===== src/sv/crsc_pkg.sv =====
// Shared types, angle constants and arctangent table for the CORDIC sine/cosine unit.
package crsc_pkg;

  // Angle constants in Q3.12, held at 17 bits for range reduction
  localparam logic signed [16:0] PI_Q      = 17'sd12868;
  localparam logic signed [16:0] HALF_PI_Q = 17'sd6434;
  localparam logic signed [16:0] TWO_PI_Q  = 17'sd25736;

  // Configuration register indexes
  localparam logic CFG_LAST_ITER = 1'b0;
  localparam logic CFG_GAIN      = 1'b1;

  localparam logic [3:0]  LAST_ITER_RESET = 4'd12;
  localparam logic [11:0] GAIN_RESET      = 12'd2487;

  // Control that travels down the pipeline with each beat
  typedef struct packed {
    logic valid;
    logic negate;
  } crsc_ctrl_t;

  // round(atan(2^-i) * 4096)
  function automatic logic [11:0] atan_q12(input logic [3:0] idx);
    logic [11:0] v;
    case (idx)
      4'd0:    v = 12'd3217;
      4'd1:    v = 12'd1899;
      4'd2:    v = 12'd1003;
      4'd3:    v = 12'd509;
      4'd4:    v = 12'd256;
      4'd5:    v = 12'd128;
      4'd6:    v = 12'd64;
      4'd7:    v = 12'd32;
      4'd8:    v = 12'd16;
      4'd9:    v = 12'd8;
      4'd10:   v = 12'd4;
      4'd11:   v = 12'd2;
      4'd12:   v = 12'd1;
      default: v = 12'd0;
    endcase
    return v;
  endfunction

endpackage


===== src/sv/cordic_rotation_sin_cos_unit.sv =====
// Pipelined CORDIC rotation-mode sine/cosine generator, top level.
// Registers in order: range reduction, quadrant fold, one register per
//   micro-rotation, output negate register.
// Throughput: one angle per cycle; the pipeline is a single shift chain, so a stall on
//   the result side freezes every stage together.
// Reset clears all valid bits and loads last_iteration = 12, gain_start = 2487.
module cordic_rotation_sin_cos_unit import crsc_pkg::*; #(
  parameter int TABLE_ENTRIES = 13,
  parameter int DATA_WIDTH    = 16,
  parameter int MAX_STAGES    = 16
) (
  input  logic               clk_i,
  input  logic               rst_ni,
  input  logic               in_valid_i,
  output logic               in_stall_o,
  input  logic signed [15:0] angle_i,
  output logic               out_valid_o,
  input  logic               out_stall_i,
  output logic signed [15:0] sine_o,
  output logic signed [15:0] cosine_o,
  input  logic               cfg_we_i,
  input  logic               cfg_index_i,
  input  logic [11:0]        cfg_data_i
);

  localparam int DW = DATA_WIDTH;

  logic [3:0]  last_iter_q;
  logic [11:0] gain_q;
  logic        adv;

  // Configuration registers
  always_ff @(posedge clk_i or negedge rst_ni) begin
    if (!rst_ni) begin
      last_iter_q <= LAST_ITER_RESET;
      gain_q      <= GAIN_RESET;
    end else if (cfg_we_i) begin
      case (cfg_index_i)
        CFG_LAST_ITER: last_iter_q <= cfg_data_i[3:0];
        CFG_GAIN:      gain_q      <= cfg_data_i;
        default:       ;
      endcase
    end
  end

  // Whole pipeline moves unless the result register holds an untaken beat
  assign adv        = !(out_valid_o && out_stall_i);
  assign in_stall_o = !adv;

  // Range reduction into [-pi, pi)
  logic               red_vld_q;
  logic signed [15:0] red_a_q;
  logic signed [16:0] a_ext, red_d;

  assign a_ext = 17'(angle_i);

  always_comb begin
    red_d = a_ext;
    if (a_ext < -PI_Q) begin
      red_d = a_ext + TWO_PI_Q;
    end else if (a_ext >= PI_Q) begin
      red_d = a_ext - TWO_PI_Q;
    end
  end

  always_ff @(posedge clk_i or negedge rst_ni) begin
    if (!rst_ni) begin
      red_vld_q <= 1'b0;
    end else if (adv) begin
      red_vld_q <= in_valid_i;
    end
  end

  always_ff @(posedge clk_i) begin
    if (adv) begin
      red_a_q <= red_d[15:0];
    end
  end

  // Quadrant fold into [-pi/2, pi/2], noting the needed negation
  crsc_ctrl_t         fold_ctrl_d;
  logic signed [16:0] red_ext, fold_d;

  assign red_ext = 17'(red_a_q);

  always_comb begin
    fold_d             = red_ext;
    fold_ctrl_d.valid  = red_vld_q;
    fold_ctrl_d.negate = 1'b0;
    if (red_ext < -HALF_PI_Q) begin
      fold_d             = red_ext + PI_Q;
      fold_ctrl_d.negate = 1'b1;
    end else if (red_ext > HALF_PI_Q) begin
      fold_d             = red_ext - PI_Q;
      fold_ctrl_d.negate = 1'b1;
    end
  end

  crsc_ctrl_t                   ctrl_s [0:MAX_STAGES];
  logic signed [DW-1:0]         x_s    [0:MAX_STAGES];
  logic signed [DW-1:0]         y_s    [0:MAX_STAGES];
  logic signed [DW-1:0]         z_s    [0:MAX_STAGES];

  always_ff @(posedge clk_i or negedge rst_ni) begin
    if (!rst_ni) begin
      ctrl_s[0] <= '0;
    end else if (adv) begin
      ctrl_s[0] <= fold_ctrl_d;
    end
  end

  // Seed vector: x = gain, y = 0, z = folded angle (cast to DW bits)
  always_ff @(posedge clk_i) begin
    if (adv) begin
      x_s[0] <= $signed({{(DW-12){1'b0}}, gain_q});
      y_s[0] <= '0;
      z_s[0] <= DW'(fold_d);
    end
  end

  // Micro-rotation chain; stages past last_iteration pass through
  for (genvar i = 0; i < MAX_STAGES; i++) begin : g_stage
    crsc_stage #(
      .STAGE         (i),
      .TABLE_ENTRIES (TABLE_ENTRIES),
      .DATA_WIDTH    (DW)
    ) u_stage (
      .clk_i    (clk_i),
      .rst_ni   (rst_ni),
      .en_i     (adv),
      .active_i (last_iter_q >= 4'(i)),
      .ctrl_i   (ctrl_s[i]),
      .x_i      (x_s[i]),
      .y_i      (y_s[i]),
      .z_i      (z_s[i]),
      .ctrl_o   (ctrl_s[i+1]),
      .x_o      (x_s[i+1]),
      .y_o      (y_s[i+1]),
      .z_o      (z_s[i+1])
    );
  end

  // Output register with final negation
  logic                 out_vld_q;
  logic signed [15:0]   sine_q, cosine_q;
  logic signed [DW-1:0] x_fin, y_fin;

  assign x_fin = ctrl_s[MAX_STAGES].negate ? -x_s[MAX_STAGES] : x_s[MAX_STAGES];
  assign y_fin = ctrl_s[MAX_STAGES].negate ? -y_s[MAX_STAGES] : y_s[MAX_STAGES];

  always_ff @(posedge clk_i or negedge rst_ni) begin
    if (!rst_ni) begin
      out_vld_q <= 1'b0;
    end else if (adv) begin
      out_vld_q <= ctrl_s[MAX_STAGES].valid;
    end
  end

  always_ff @(posedge clk_i) begin
    if (adv) begin
      sine_q   <= y_fin[15:0];
      cosine_q <= x_fin[15:0];
    end
  end

  assign out_valid_o = out_vld_q;
  assign sine_o      = sine_q;
  assign cosine_o    = cosine_q;

  // Reduced angle always lands in [-pi, pi)
  a_red_range: assert property (@(posedge clk_i) disable iff (!rst_ni)
    red_vld_q |-> (17'(red_a_q) >= -PI_Q) && (17'(red_a_q) < PI_Q))
    else $error("reduced angle out of range");

  // Folded residual seeds within [-pi/2, pi/2]
  a_fold_range: assert property (@(posedge clk_i) disable iff (!rst_ni)
    ctrl_s[0].valid |-> (z_s[0] >= -DW'(HALF_PI_Q)) && (z_s[0] <= DW'(HALF_PI_Q)))
    else $error("folded angle out of range");

  // A held result freezes the front of the pipeline too
  a_stall_freeze: assert property (@(posedge clk_i) disable iff (!rst_ni)
    !adv |=> $stable(ctrl_s[0]) && $stable(red_vld_q))
    else $error("pipeline moved during stall");

endmodule


===== src/sv/crsc_stage.sv =====
// One registered CORDIC micro-rotation stage with a fixed shift.
module crsc_stage import crsc_pkg::*; #(
  parameter int STAGE         = 0,
  parameter int TABLE_ENTRIES = 13,
  parameter int DATA_WIDTH    = 16
) (
  input  logic                         clk_i,
  input  logic                         rst_ni,
  input  logic                         en_i,
  input  logic                         active_i,
  input  crsc_ctrl_t                   ctrl_i,
  input  logic signed [DATA_WIDTH-1:0] x_i,
  input  logic signed [DATA_WIDTH-1:0] y_i,
  input  logic signed [DATA_WIDTH-1:0] z_i,
  output crsc_ctrl_t                   ctrl_o,
  output logic signed [DATA_WIDTH-1:0] x_o,
  output logic signed [DATA_WIDTH-1:0] y_o,
  output logic signed [DATA_WIDTH-1:0] z_o
);

  // Stages past the end of the table reuse its last entry
  localparam int TblIdx = (STAGE < TABLE_ENTRIES) ? STAGE : TABLE_ENTRIES - 1;
  localparam logic [11:0] AtanVal = atan_q12(4'(TblIdx));
  localparam logic signed [DATA_WIDTH-1:0] AtanDw =
    $signed({{(DATA_WIDTH-12){1'b0}}, AtanVal});

  crsc_ctrl_t                   ctrl_q;
  logic signed [DATA_WIDTH-1:0] x_d, y_d, z_d, x_q, y_q, z_q;
  logic signed [DATA_WIDTH-1:0] x_sh, y_sh;

  assign x_sh = x_i >>> STAGE;
  assign y_sh = y_i >>> STAGE;

  // Rotate toward zero residual; a zero residual takes the negative branch
  always_comb begin
    x_d = x_i;
    y_d = y_i;
    z_d = z_i;
    if (active_i) begin
      if (z_i > 0) begin
        x_d = x_i - y_sh;
        y_d = y_i + x_sh;
        z_d = z_i - AtanDw;
      end else begin
        x_d = x_i + y_sh;
        y_d = y_i - x_sh;
        z_d = z_i + AtanDw;
      end
    end
  end

  always_ff @(posedge clk_i or negedge rst_ni) begin
    if (!rst_ni) begin
      ctrl_q <= '0;
    end else if (en_i) begin
      ctrl_q <= ctrl_i;
    end
  end

  always_ff @(posedge clk_i) begin
    if (en_i) begin
      x_q <= x_d;
      y_q <= y_d;
      z_q <= z_d;
    end
  end

  assign ctrl_o = ctrl_q;
  assign x_o    = x_q;
  assign y_o    = y_q;
  assign z_o    = z_q;

endmodule

===== config.mk =====
export PLATFORM = sky130hd
export DESIGN_NAME = cordic_rotation_sin_cos_unit
export DESIGN_NICKNAME = d
export VERILOG_FILES = /design/src/sv/crsc_pkg.sv /design/src/sv/cordic_rotation_sin_cos_unit.sv /design/src/sv/crsc_stage.sv
export SDC_FILE = /design/constraint.sdc
export NUM_CORES = 2
export LEC_CHECK = 0
export BUFFER_PORTS_ARGS = -buffer_cell sky130_fd_sc_hd__buf_2
export CORE_UTILIZATION = 49
export DETAILED_ROUTE_END_ITERATION = 8
export PLACE_DENSITY_LB_ADDON = 0.15
export SLEW_MARGIN = 30
export SYNTH_ARGS = -nofsm -noshare
export SYNTH_HDL_FRONTEND = slang
export SYNTH_HIERARCHICAL = 1
export SYNTH_SLANG_ARGS = --single-unit

===== constraint.sdc =====
create_clock -name clk_i -period 51.7 [get_ports clk_i]
set_input_delay 5.17 -clock clk_i [delete_from_list [all_inputs] [get_ports clk_i]]
set_output_delay 5.17 -clock clk_i [all_outputs]
set_load 0.05 [all_outputs]

==> flow_summary.toml <==
[critical_path]
critPathBufInv = 3
cp.arrival_ns = 6.19
slowest_stage = "nand2_4"
crit_fanout = 51
crit_chain = "buf_2 > nand2_4 > inv_1 > buf_2"
critPathRequiredTime_ns = 46.53
crit_family = "buffers and inverters"
worstSetupPathType = "primary input to primary output"
critPathMaxStageDelay_ns = 0.45
r2r_cells = 14
end_kind = "primary output"
r2r_slack_ns = 46.28
worstReg2RegEnd = "g_stage[13].u_stage/y_o[14]"
cpMostUsedCell = "buf_2"
timing.rr.start = "g_stage[12].u_stage/z_o[0]"
cp-start-kind = "primary input"

[floorplanning]
top_level_ports = 68
die_y_um = 394.5
coreArea_um2 = 152400
initial_core_util = 0.4953
die_x_um = 394.5
die_area_um2 = 155700
num_rows = 143

[timing]
rsz0062_at_grt = "false"
setup_tns_ns = 0
finalCriticalPeriod_ns = 11.36
setup_viol = 0
final.setup.worst_slack_ns = 40.34
tightest_slew_ns = 1.063
skew_ns = 0.05223
slew_violations = 0
slew_headroom = 0.2916
period_share = 0.2197
fmax_mhz = 88.06
hold_violations = 0

[global_route]
grt_pass1_wl_um = 299500
antenna_found_initial = 0
track_usage = 0.2342
grt_max_degree = 175
grt_pass1_vias = 56800
grt.overflow.total = 0

[clocking]
cts_tree = "built"
cts.reportedPaths.clkPinSlew_ns = 0.06
cts.sinks = 880
cts_root_buf = "clkbuf_16"
clock_latency_ns = 0.73
numCtsBuffers = 102
cts-resized-gates = 0
postCtsSetupBuffers = 0
cts_hold_buf = 0
h-tree-depth = 3
clk_path_buf_depth = 3

[routing]
drtIter0Drc = 3285
drtPass1Iterations = 7
drc = 0
num_vias = 58100
vias_per_cell = 5.923
ant_nets = 0
wl_per_cell_um = 19.02
route.final.wire_length_um = 186500

[place]
gp_congestion = 0.8677
dpl.hpwl_um = 141500
io_buffers = 67
post-place-ws_ns = 40.31

[status]
status = "completed"

[worst_hold_path]
whs_path_depth = 0
worstHoldStart = "g_stage[6].u_stage/z_o[4]"
min_to = "g_stage[7].u_stage/z_o[4]"
hold_path.class = "flip-flop to flip-flop"

[cells_and_area]
antenna_cells = 0
layout-drive-gt1-share = 0.1180
final_common_cell = "edfxtp_1"
syn_to_final_growth_pct = 8.120
layout_common_cells = "edfxtp_1 (828), ha_1 (725), a21oi_1 (579), xnor2_1 (537), nand2_1 (523)"
nets = 8498

[synth]
syn_area_um2 = 75500
ys_warn_count = 6
syn_area_per_cell_um2 = 9.869
synthCells = 7651

[run]
maxCapViolCount = 0
==> area by class of cell <==
cell class,count,area [um^2]
flip-flops and latches,880,26180
clock inverters,69,809.5
inverters,363,1379
multi-input cells,6236,47270
repair buffers,109,715.7
well taps,2030,2540
fillers,13660,70810
clock buffers,122,2740
==> state kept, by name, indices dropped and copies added (netlist names), 16 cells and up <==
signal / cells
cosine_o: 16
g_stage.u_stage/x_o: 256
z_s: 16
red_a_q: 16
g_stage.u_stage/ctrl_o: 32
g_stage.u_stage/y_o: 256
g_stage.u_stage/z_o: 240
sine_o: 16
==> through the flow <==
step | util | area, um^2 | instances | hold WS, ns
3_5_place_dp | 0.5120 | 78050 | 9617 | 0.4382
2_1_floorplan | - | 75790 | 7727 | 0.4166
6_report | 0.5355 | 81640 | 9809 | 0.4415
5_1_grt | 0.5355 | 81640 | 9809 | 0.4685
4_1_cts | 0.5353 | 81600 | 9808 | 0.4449
3_3_place_gp | 0.5120 | 78040 | 9617 | 0.4329
==> how the worst max path moves through the flow <==
stage                            from          to  slack [ns]  cells past startpoint
after CTS                 out_stall_i  in_stall_o       40.31                      4
after detailed placement  out_stall_i  in_stall_o       40.31                      4
after global placement    out_stall_i  in_stall_o       40.30                      4
after floorplan           out_stall_i  in_stall_o       17.42                      2
after global routing      out_stall_i  in_stall_o       40.25                      4
final                     out_stall_i  in_stall_o       40.34                      4
==> per-layer routing <==
layer  GRT usage  up-vias  part of all wire
met2      0.4268     1085              0.51
li1            -    28870                 -
met5           0        -                 0
met1      0.2868    27850              0.43
met3     0.02291      290             0.031
met4     0.07835        0             0.033
Power is left out: the tool's default activity adds up to more than one toggle a clock period on the data nets, which glitch-free logic cannot reach.
